## src/rtl/core/fpba_pkg.sv

```systemverilog
// Package for the fit-policy block allocator: field widths, command and
// policy codes, and the reset value of the blocks-in-use register.
// No dependencies; every other file of the block but fpba_mem uses it by scoped names.
package fpba_pkg;

  // Fixed field widths of the input and result transactions and of the config write.
  localparam int unsigned IndexBits  = 6;
  localparam int unsigned PolicyBits = 2;
  localparam int unsigned CfgBits    = 7;

  // Reset value of the blocks-in-use register.
  localparam logic [CfgBits-1:0] CfgReset = 7'd64;

  // Command codes.
  localparam logic CmdLoad  = 1'b0;
  localparam logic CmdAlloc = 1'b1;

  // Fit policy codes; the fourth code is not a policy and is dropped.
  localparam logic [PolicyBits-1:0] PolFirst = 2'd0;
  localparam logic [PolicyBits-1:0] PolBest  = 2'd1;
  localparam logic [PolicyBits-1:0] PolWorst = 2'd2;

endpackage

```

## src/rtl/core/fpba_if.sv

```systemverilog
// Valid/ready channel interfaces of the fit-policy block allocator.
// Depends on fpba_pkg for the fixed field widths.

// Input channel: load and allocate commands.
interface fpba_in_if #(
  parameter int unsigned SIZE_BITS = 16
);
  logic                                valid;
  logic                                ready;
  logic                                command;
  logic [fpba_pkg::IndexBits-1:0]      block_index;
  logic [SIZE_BITS-1:0]                amount;
  logic [fpba_pkg::PolicyBits-1:0]     fit_policy;

  modport source (output valid, command, block_index, amount, fit_policy, input ready);
  modport sink   (input valid, command, block_index, amount, fit_policy, output ready);
endinterface

// Result channel: one transaction per allocate command with a valid fit policy.
interface fpba_out_if #(
  parameter int unsigned SIZE_BITS = 16
);
  logic                                valid;
  logic                                ready;
  logic                                fitted;
  logic [fpba_pkg::IndexBits-1:0]      chosen_block;
  logic [SIZE_BITS-1:0]                size_before;
  logic [SIZE_BITS-1:0]                size_after;

  modport source (output valid, fitted, chosen_block, size_before, size_after, input ready);
  modport sink   (input valid, fitted, chosen_block, size_before, size_after, output ready);
endinterface

```

## src/rtl/core/fpba_mem.sv

```systemverilog
// Free-size table of the allocator: one write port and one read port with a
// registered read. No dependencies.
module fpba_mem #(
  parameter int unsigned DEPTH = 64,
  parameter int unsigned WIDTH = 16
) (
  input  logic                     clk_i,
  input  logic                     we_i,
  input  logic [$clog2(DEPTH)-1:0] waddr_i,
  input  logic [WIDTH-1:0]         wdata_i,
  input  logic                     re_i,
  input  logic [$clog2(DEPTH)-1:0] raddr_i,
  output logic [WIDTH-1:0]         rdata_o
);

  logic [WIDTH-1:0] mem_q [DEPTH];
  logic [WIDTH-1:0] rdata_q;

  // Write port.
  always_ff @(posedge clk_i) begin
    if (we_i) begin
      mem_q[waddr_i] <= wdata_i;
    end
  end

  // Registered read port.
  always_ff @(posedge clk_i) begin
    if (re_i) begin
      rdata_q <= mem_q[raddr_i];
    end
  end

  assign rdata_o = rdata_q;

endmodule

```

## src/rtl/core/fpba_scan.sv

```systemverilog
// Scan sequencer of the allocator: takes commands, walks the free-size table
// one entry per cycle, picks a block by policy, writes it back and holds the
// result register. Depends on fpba_pkg and the channel interfaces.
module fpba_scan #(
  parameter int unsigned MAX_BLOCKS = 64,
  parameter int unsigned SIZE_BITS  = 16
) (
  input  logic                            clk_i,
  input  logic                            rst_ni,
  input  logic [$clog2(MAX_BLOCKS+1)-1:0] scan_count_i,
  fpba_in_if.sink                         in_i,
  fpba_out_if.source                      out_o,
  output logic                            mem_we_o,
  output logic [$clog2(MAX_BLOCKS)-1:0]   mem_waddr_o,
  output logic [SIZE_BITS-1:0]            mem_wdata_o,
  output logic                            mem_re_o,
  output logic [$clog2(MAX_BLOCKS)-1:0]   mem_raddr_o,
  input  logic [SIZE_BITS-1:0]            mem_rdata_i
);

  localparam int unsigned AW = $clog2(MAX_BLOCKS);
  localparam int unsigned CW = $clog2(MAX_BLOCKS + 1);

  typedef enum logic [1:0] {
    StIdle,
    StScan,
    StFinish
  } state_e;

  state_e                            state_q;
  logic [CW-1:0]                     issue_q;
  logic [CW-1:0]                     cnt_q;
  logic                              rd_vld_q;
  logic [AW-1:0]                     rd_idx_q;
  logic [SIZE_BITS-1:0]              amt_q;
  logic [fpba_pkg::PolicyBits-1:0]   pol_q;
  logic                              found_q;
  logic [AW-1:0]                     pick_q;
  logic [SIZE_BITS-1:0]              pick_size_q;
  logic                              out_valid_q;
  logic                              fitted_q;
  logic [fpba_pkg::IndexBits-1:0]    chosen_q;
  logic [SIZE_BITS-1:0]              before_q;
  logic [SIZE_BITS-1:0]              after_q;

  logic in_acc;
  logic out_free;
  logic load_wr;
  logic fin_wr;
  logic hit;
  logic take;
  logic last;
  logic done;
  logic [SIZE_BITS-1:0] left_size;

  assign in_i.ready = (state_q == StIdle);
  assign in_acc     = in_i.valid && in_i.ready;
  assign out_free   = !out_valid_q || out_o.ready;

  // A load goes straight into the table; out-of-range indexes are dropped.
  assign load_wr = in_acc && (in_i.command == fpba_pkg::CmdLoad) &&
                   (32'(in_i.block_index) < MAX_BLOCKS);

  // Write-back of the chosen block once the result register can take it.
  assign left_size = pick_size_q - amt_q;
  assign fin_wr    = (state_q == StFinish) && out_free && found_q;

  always_comb begin
    mem_we_o    = load_wr || fin_wr;
    mem_waddr_o = fin_wr ? pick_q : AW'(in_i.block_index);
    mem_wdata_o = fin_wr ? left_size : in_i.amount;
  end

  // Read issue: one entry per cycle until the scan count is covered.
  assign mem_re_o    = (state_q == StScan) && (issue_q < cnt_q);
  assign mem_raddr_o = issue_q[AW-1:0];

  // Compare the returned entry against the request and the current pick.
  always_comb begin
    hit  = (mem_rdata_i >= amt_q);
    take = hit && (!found_q ||
                   ((pol_q == fpba_pkg::PolBest) && (mem_rdata_i <= pick_size_q)) ||
                   ((pol_q == fpba_pkg::PolWorst) && (mem_rdata_i > pick_size_q)));
    last = ((32'(rd_idx_q) + 32'd1) == 32'(cnt_q));
    done = rd_vld_q && (last || ((pol_q == fpba_pkg::PolFirst) && hit));
  end

  // Sequencer state and registered result.
  always_ff @(posedge clk_i or negedge rst_ni) begin
    if (!rst_ni) begin
      state_q     <= StIdle;
      issue_q     <= '0;
      cnt_q       <= '0;
      rd_vld_q    <= 1'b0;
      rd_idx_q    <= '0;
      amt_q       <= '0;
      pol_q       <= fpba_pkg::PolFirst;
      found_q     <= 1'b0;
      pick_q      <= '0;
      pick_size_q <= '0;
      out_valid_q <= 1'b0;
      fitted_q    <= 1'b0;
      chosen_q    <= '0;
      before_q    <= '0;
      after_q     <= '0;
    end else begin
      if (out_valid_q && out_o.ready) begin
        out_valid_q <= 1'b0;
      end
      case (state_q)
        StIdle: begin
          if (in_acc && (in_i.command == fpba_pkg::CmdAlloc) &&
              ((in_i.fit_policy == fpba_pkg::PolFirst) ||
               (in_i.fit_policy == fpba_pkg::PolBest) ||
               (in_i.fit_policy == fpba_pkg::PolWorst))) begin
            amt_q    <= in_i.amount;
            pol_q    <= in_i.fit_policy;
            cnt_q    <= scan_count_i;
            issue_q  <= '0;
            rd_vld_q <= 1'b0;
            found_q  <= 1'b0;
            state_q  <= (scan_count_i == '0) ? StFinish : StScan;
          end
        end
        StScan: begin
          rd_vld_q <= mem_re_o;
          rd_idx_q <= mem_raddr_o;
          if (mem_re_o) begin
            issue_q <= issue_q + CW'(1);
          end
          if (rd_vld_q && take) begin
            found_q     <= 1'b1;
            pick_q      <= rd_idx_q;
            pick_size_q <= mem_rdata_i;
          end
          if (done) begin
            rd_vld_q <= 1'b0;
            state_q  <= StFinish;
          end
        end
        StFinish: begin
          if (out_free) begin
            out_valid_q <= 1'b1;
            fitted_q    <= found_q;
            chosen_q    <= found_q ? fpba_pkg::IndexBits'(pick_q) : '0;
            before_q    <= found_q ? pick_size_q : '0;
            after_q     <= found_q ? left_size : '0;
            state_q     <= StIdle;
          end
        end
        default: begin
          state_q <= StIdle;
        end
      endcase
    end
  end

  assign out_o.valid        = out_valid_q;
  assign out_o.fitted       = fitted_q;
  assign out_o.chosen_block = chosen_q;
  assign out_o.size_before  = before_q;
  assign out_o.size_after   = after_q;

endmodule

```

## src/rtl/core/fit_policy_block_allocator.sv

```systemverilog
// Top level of the fit-policy block allocator: scan-count register, free-size
// table and scan sequencer. Depends on fpba_pkg, fpba_if, fpba_mem, fpba_scan.
//
//   Channel   Direction  Handshake     Payload
//   in_i      sink       valid/ready   command, block_index, amount, fit_policy
//   out_o     source     valid/ready   fitted, chosen_block, size_before, size_after
//   cfg       write      cfg_we_i      cfg_wdata_i (blocks in use)
//
// A load transaction is written in the cycle it is accepted; the next one is
// taken in the following cycle. An allocate transaction walks the table
// through its single read port at one entry per cycle; first fit ends after
// the first fitting entry.
// Reset returns to idle with blocks in use at 64; the table is not cleared.
// A stalled result holds in the output register while the next command is
// accepted; a finished scan waits there until the register is free.
module fit_policy_block_allocator #(
  parameter int unsigned MAX_BLOCKS = 64,
  parameter int unsigned SIZE_BITS  = 16
) (
  input  logic                         clk_i,
  input  logic                         rst_ni,
  input  logic                         cfg_we_i,
  input  logic [fpba_pkg::CfgBits-1:0] cfg_wdata_i,
  fpba_in_if.sink                      in_i,
  fpba_out_if.source                   out_o
);

  localparam int unsigned AW = $clog2(MAX_BLOCKS);
  localparam int unsigned CW = $clog2(MAX_BLOCKS + 1);

  logic [fpba_pkg::CfgBits-1:0] blocks_in_use_q;
  logic [CW-1:0]                scan_count;
  logic                         mem_we;
  logic [AW-1:0]                mem_waddr;
  logic [SIZE_BITS-1:0]         mem_wdata;
  logic                         mem_re;
  logic [AW-1:0]                mem_raddr;
  logic [SIZE_BITS-1:0]         mem_rdata;

  // Blocks-in-use register.
  always_ff @(posedge clk_i or negedge rst_ni) begin
    if (!rst_ni) begin
      blocks_in_use_q <= fpba_pkg::CfgReset;
    end else if (cfg_we_i) begin
      blocks_in_use_q <= cfg_wdata_i;
    end
  end

  // The scan never goes past the table.
  always_comb begin
    if (32'(blocks_in_use_q) > MAX_BLOCKS) begin
      scan_count = CW'(MAX_BLOCKS);
    end else begin
      scan_count = CW'(blocks_in_use_q);
    end
  end

  fpba_mem #(
    .DEPTH (MAX_BLOCKS),
    .WIDTH (SIZE_BITS)
  ) u_mem (
    .clk_i   (clk_i),
    .we_i    (mem_we),
    .waddr_i (mem_waddr),
    .wdata_i (mem_wdata),
    .re_i    (mem_re),
    .raddr_i (mem_raddr),
    .rdata_o (mem_rdata)
  );

  fpba_scan #(
    .MAX_BLOCKS (MAX_BLOCKS),
    .SIZE_BITS  (SIZE_BITS)
  ) u_scan (
    .clk_i        (clk_i),
    .rst_ni       (rst_ni),
    .scan_count_i (scan_count),
    .in_i         (in_i),
    .out_o        (out_o),
    .mem_we_o     (mem_we),
    .mem_waddr_o  (mem_waddr),
    .mem_wdata_o  (mem_wdata),
    .mem_re_o     (mem_re),
    .mem_raddr_o  (mem_raddr),
    .mem_rdata_i  (mem_rdata)
  );

endmodule

```

## src/flat_wrapper.sv

```systemverilog
// flat-port wrapper written by rule: the top's interface ports become plain ports
module fit_policy_block_allocator_flat 
#(
  parameter int unsigned MAX_BLOCKS = 64,
  parameter int unsigned SIZE_BITS  = 16
)
  (clk_i, rst_ni, cfg_we_i, cfg_wdata_i, in_i_valid, in_i_command, in_i_block_index, in_i_amount, in_i_fit_policy, in_i_ready, out_o_valid, out_o_fitted, out_o_chosen_block, out_o_size_before, out_o_size_after, out_o_ready);
  fpba_in_if #(.SIZE_BITS(SIZE_BITS)) in_i_i ();
  fpba_out_if #(.SIZE_BITS(SIZE_BITS)) out_o_i ();
  input  logic clk_i;
  input  logic rst_ni;
  input  logic cfg_we_i;
  input  logic [fpba_pkg::CfgBits-1:0] cfg_wdata_i;
  input wire logic [$bits(in_i_i.valid)-1:0] in_i_valid;
  input wire logic [$bits(in_i_i.command)-1:0] in_i_command;
  input wire logic [$bits(in_i_i.block_index)-1:0] in_i_block_index;
  input wire logic [$bits(in_i_i.amount)-1:0] in_i_amount;
  input wire logic [$bits(in_i_i.fit_policy)-1:0] in_i_fit_policy;
  output wire logic [$bits(in_i_i.ready)-1:0] in_i_ready;
  output wire logic [$bits(out_o_i.valid)-1:0] out_o_valid;
  output wire logic [$bits(out_o_i.fitted)-1:0] out_o_fitted;
  output wire logic [$bits(out_o_i.chosen_block)-1:0] out_o_chosen_block;
  output wire logic [$bits(out_o_i.size_before)-1:0] out_o_size_before;
  output wire logic [$bits(out_o_i.size_after)-1:0] out_o_size_after;
  input wire logic [$bits(out_o_i.ready)-1:0] out_o_ready;
  assign in_i_i.valid = in_i_valid;
  assign in_i_i.command = in_i_command;
  assign in_i_i.block_index = in_i_block_index;
  assign in_i_i.amount = in_i_amount;
  assign in_i_i.fit_policy = in_i_fit_policy;
  assign in_i_ready = in_i_i.ready;
  assign out_o_valid = out_o_i.valid;
  assign out_o_fitted = out_o_i.fitted;
  assign out_o_chosen_block = out_o_i.chosen_block;
  assign out_o_size_before = out_o_i.size_before;
  assign out_o_size_after = out_o_i.size_after;
  assign out_o_i.ready = out_o_ready;
  fit_policy_block_allocator #(.MAX_BLOCKS(MAX_BLOCKS), .SIZE_BITS(SIZE_BITS)) u_core (.clk_i(clk_i), .rst_ni(rst_ni), .cfg_we_i(cfg_we_i), .cfg_wdata_i(cfg_wdata_i), .in_i(in_i_i), .out_o(out_o_i));
endmodule
```

## config.mk

```make
export PLATFORM = sky130hd
export DESIGN_NAME = fit_policy_block_allocator_flat
export DESIGN_NICKNAME = d
export VERILOG_FILES = /design/src/rtl/core/fpba_pkg.sv /design/src/rtl/core/fpba_if.sv /design/src/rtl/core/fpba_mem.sv /design/src/rtl/core/fpba_scan.sv /design/src/rtl/core/fit_policy_block_allocator.sv /design/src/flat_wrapper.sv
export SDC_FILE = /design/constraint.sdc
export NUM_CORES = 1
export LEC_CHECK = 0
export ABC_AREA = 0
export BUFFER_PORTS_ARGS = -buffer_cell sky130_fd_sc_hd__buf_2
export CORE_MARGIN = 2
export CORE_UTILIZATION = 40
export CTS_CLUSTER_DIAMETER = 60
export DETAILED_ROUTE_END_ITERATION = 8
export PLACE_DENSITY = 0.66
export SYNTH_ARGS = -nofsm -noshare
export SYNTH_HDL_FRONTEND = slang
export SYNTH_SLANG_ARGS = --single-unit
```

## constraint.sdc

```tcl
create_clock -name clk_i -period 6.11 [get_ports clk_i]
set_input_delay 0.3055 -clock clk_i [delete_from_list [all_inputs] [get_ports clk_i]]
set_output_delay 0.3055 -clock clk_i [all_outputs]
set_load 0.02 [all_outputs]
```

==> metrics.txt <==
status=finished clean; Initial Utilization=40.3%; Hold Path Class=input port to async pin; post-route cell area=52,600 µm²; H-tree levels=3; Worst slew margin=14.8%; DIE HEIGHT=343 µm; CP Launch Type=flop; largest net degree at the start of global routing=98; crit path capture type=flop; Max Cap Viol=0; GRT Util Overall=18.8%; Post-synth EDFFs=1,040; Post-route DRC=0; antenna-violating nets left=0; synthesized area per cell=20.6 µm²; clk root buf=clkbuf_16; share of layout cells above drive strength 1=27.8%; first-pass iteration count of the detailed router=7; fin crit period=3900 ps; global-route wire length before repair=160,000 µm; Worst-Margin Slew=1280 ps; clk_skew=49.6 ps; vias=23.0k; CTS tree=built; DIE WIDTH=343 µm; vias in the first global route=23.2k; Syn Std Cell Area=45,900 µm²; later-pin clock latency in the skew report=710 ps; GPL Wtd Cong=0.851; Req. time, crit path=6420 ps; Pwr Total=23.0 mW; synth cell count leaders=1,040 x edfxtp_1, 336 x mux4_2, 131 x nand2_1; DP Area=48,600 µm²; Mapped Cells=2,224; pwr/cell area=438 nW/µm²; IO Port Bufs=77; Yosys reg bits=1,151; Synth area leader=edfxtp_1; TritonCTS sink count=1,151; wire per inst=27.2 µm; Inserted Clock Buffers=114; Reg clk slew, reported paths=70 ps; share of the synthesized area in the top cell type=68.0%; Via density=5.68; top-count cell post-synth=edfxtp_1; Peak Freq=0.257 GHz; Rows=124; Post-Syn Nets=2,317; Final nets=2,533; initial antenna violation count=13; area grow syn2layout=14.7%; Ports=78; Hold Violations, Final=0; core area=114,000 µm²; final setup TNS=0 ps; synth top area cells=edfxtp_1 68%, mux4_2 16%, dfrtp_1 6.0%; RSZ-0062 raised after global routing=no; Ys Warns=0; Detail Placement HPWL=64,800 µm; die area=117,000 µm²; Clock Path Buffers=3; Finished Layout Cells=4,052; worst vdd ir=277 µV; CP Max Fanout=64; # placed instances=3,801; post-synthesis cell type count=62; final period utilization=63.8%; fin. max-slew vios=0; Initial DRC Count=2,706; final setup fails=0; Crit path arrival time=4200 ps; post-layout util=46.2%; GRT overflow=0; Top FF cell, synth=edfxtp_1; CTS resizes=0; async set-reset flop share out of synthesis=9.64%; sequential share of the synthesized area=74.1%; Leakage=17.2 nW; worst setup path category=flop to flop; final wirelength=110,000 µm
timing repair:
item | CTS | global route
endpoints found under the hold margin | 64 | 0
buffers inserted | 0 | 0
hold buffers | 35 | 0
path summary, 6_finish.rpt:
| kind | from | slack (ps) | endpoint | depth (start not counted) |
|---|---|---|---|---|
| min in group clk_i | in_i_valid | 150 | u_core.u_scan.pol_q[0] | 4 |
| worst max register to register | u_core.u_scan.pick_size_q[0] | 2210 | u_core.u_mem.mem_q[17][12] | 11 |
| worst max-delay path | u_core.u_scan.pick_size_q[0] | 2210 | u_core.u_mem.mem_q[17][12] | 11 |
| worst min register to register | u_core.u_scan.out_o.size_after[3] | 470 | u_core.u_scan.out_o.size_after[3] | 2 |
| max in group asynchronous | rst_ni | 4560 | u_core.u_scan.issue_q[3] | 3 |
| worst min-delay path | rst_ni | 150 | u_core.u_scan.out_o.size_after[7] | 2 |
registers in the layout, indices dropped and copies added (netlist names), 7 cells and up:
signal / cells
u_core.u_scan.out_o.size_after: 16
u_core.u_scan.pick_size_q: 16
u_core.u_scan.cnt_q: 7
u_core.u_scan.issue_q: 7
u_core.u_scan.amt_q: 16
u_core.u_mem.mem_q: 1024
u_core.u_mem.rdata_o: 16
u_core.u_scan.out_o.size_before: 16
u_core.blocks_in_use_q: 7
where the power goes:
group,switching (mW),internal (mW)
Sequential,0.545,9.24
Clock,2.94,3.88
Combinational,3.57,2.87
cell type report:
| class | instances | area [µm²] |
|---|---|---|
| fillers | 9334 | 61400 |
| flip-flops and latches | 1151 | 34000 |
| multi-input cells | 917 | 11300 |
| clock buffers | 148 | 3100 |
| well taps | 1512 | 1890 |
| repair buffers | 205 | 1500 |
| clock inverters | 61 | 578 |
| inverters | 51 | 191 |
| diodes | 7 | 17.5 |
placed cells by master (no fill, tap or decap), drive strengths merged, types with 3 or more instances in the layout:
cell type,count
mux2i,5
o31ai,22
nor3b,5
edfxtp,1040
dlygate4sd3,35
o211ai,5
clkbuf,148
nand3b,8
ha,55
xnor2,18
nor3,5
clkinvlp,5
or2,8
nand2b,10
o21ai,47
a21oi,30
nor4,3
and2,4
buf,170
nand4,6
a21o,22
dfrtp,110
inv,55
clkinv,45
a22o,4
a31oi,10
nor2,95
bufinv,7
mux4,336
diode,7
nand2,131
nand3,16
mux2,29
nor2b,5
xor2,7
or4,3
kinds of logic (layout without fill, tap and decap cells):
group                      count (synthesis)  after routing  share of synthesized area [%]
DFF                                     1151           1151                           74.1
muxes                                    370            370                           17.3
and+or+nand+nor                          304            304                           2.92
AOI/OAI and AO/OA                        162            162                           2.27
buffers and inverters                    156            465                           1.39
adders and majority gates                 56             56                           1.54
xor gates and xnor gates                  25             25                          0.477
other                                      0              7                              0
layer usage:
layer / vias to the layer above / track usage (%) / part of all wire [%]
li1: 9572 / - / -
met1: 12301 / 26.4 / 41
met4: 4 / 5.03 / 2.1
met5: - / 0 / 0.028
met3: 149 / 3.30 / 7.8
met2: 999 / 30.3 / 49
through the flow:
stage	hold slack (ps)	setup slack [ps]
after floorplan	9.91	1350
after global placement	307	2430
after CTS	112	2260
final	147	2210
after global routing	165	1970
after detailed placement	318	2320
worst max-delay path, stage by stage (launching register included):
cell and delay (ps):
dfrtp_1 390, inv_1 90, ha_1 180, inv_1 60, fa_1 400, a21o_1 180, a21oi_1 250, o21ai_1 200
a221oi_1 400, nor2_1 110, xor2_1 200, mux2_2 970
Note: power is estimated with default switching activity, not from simulation.
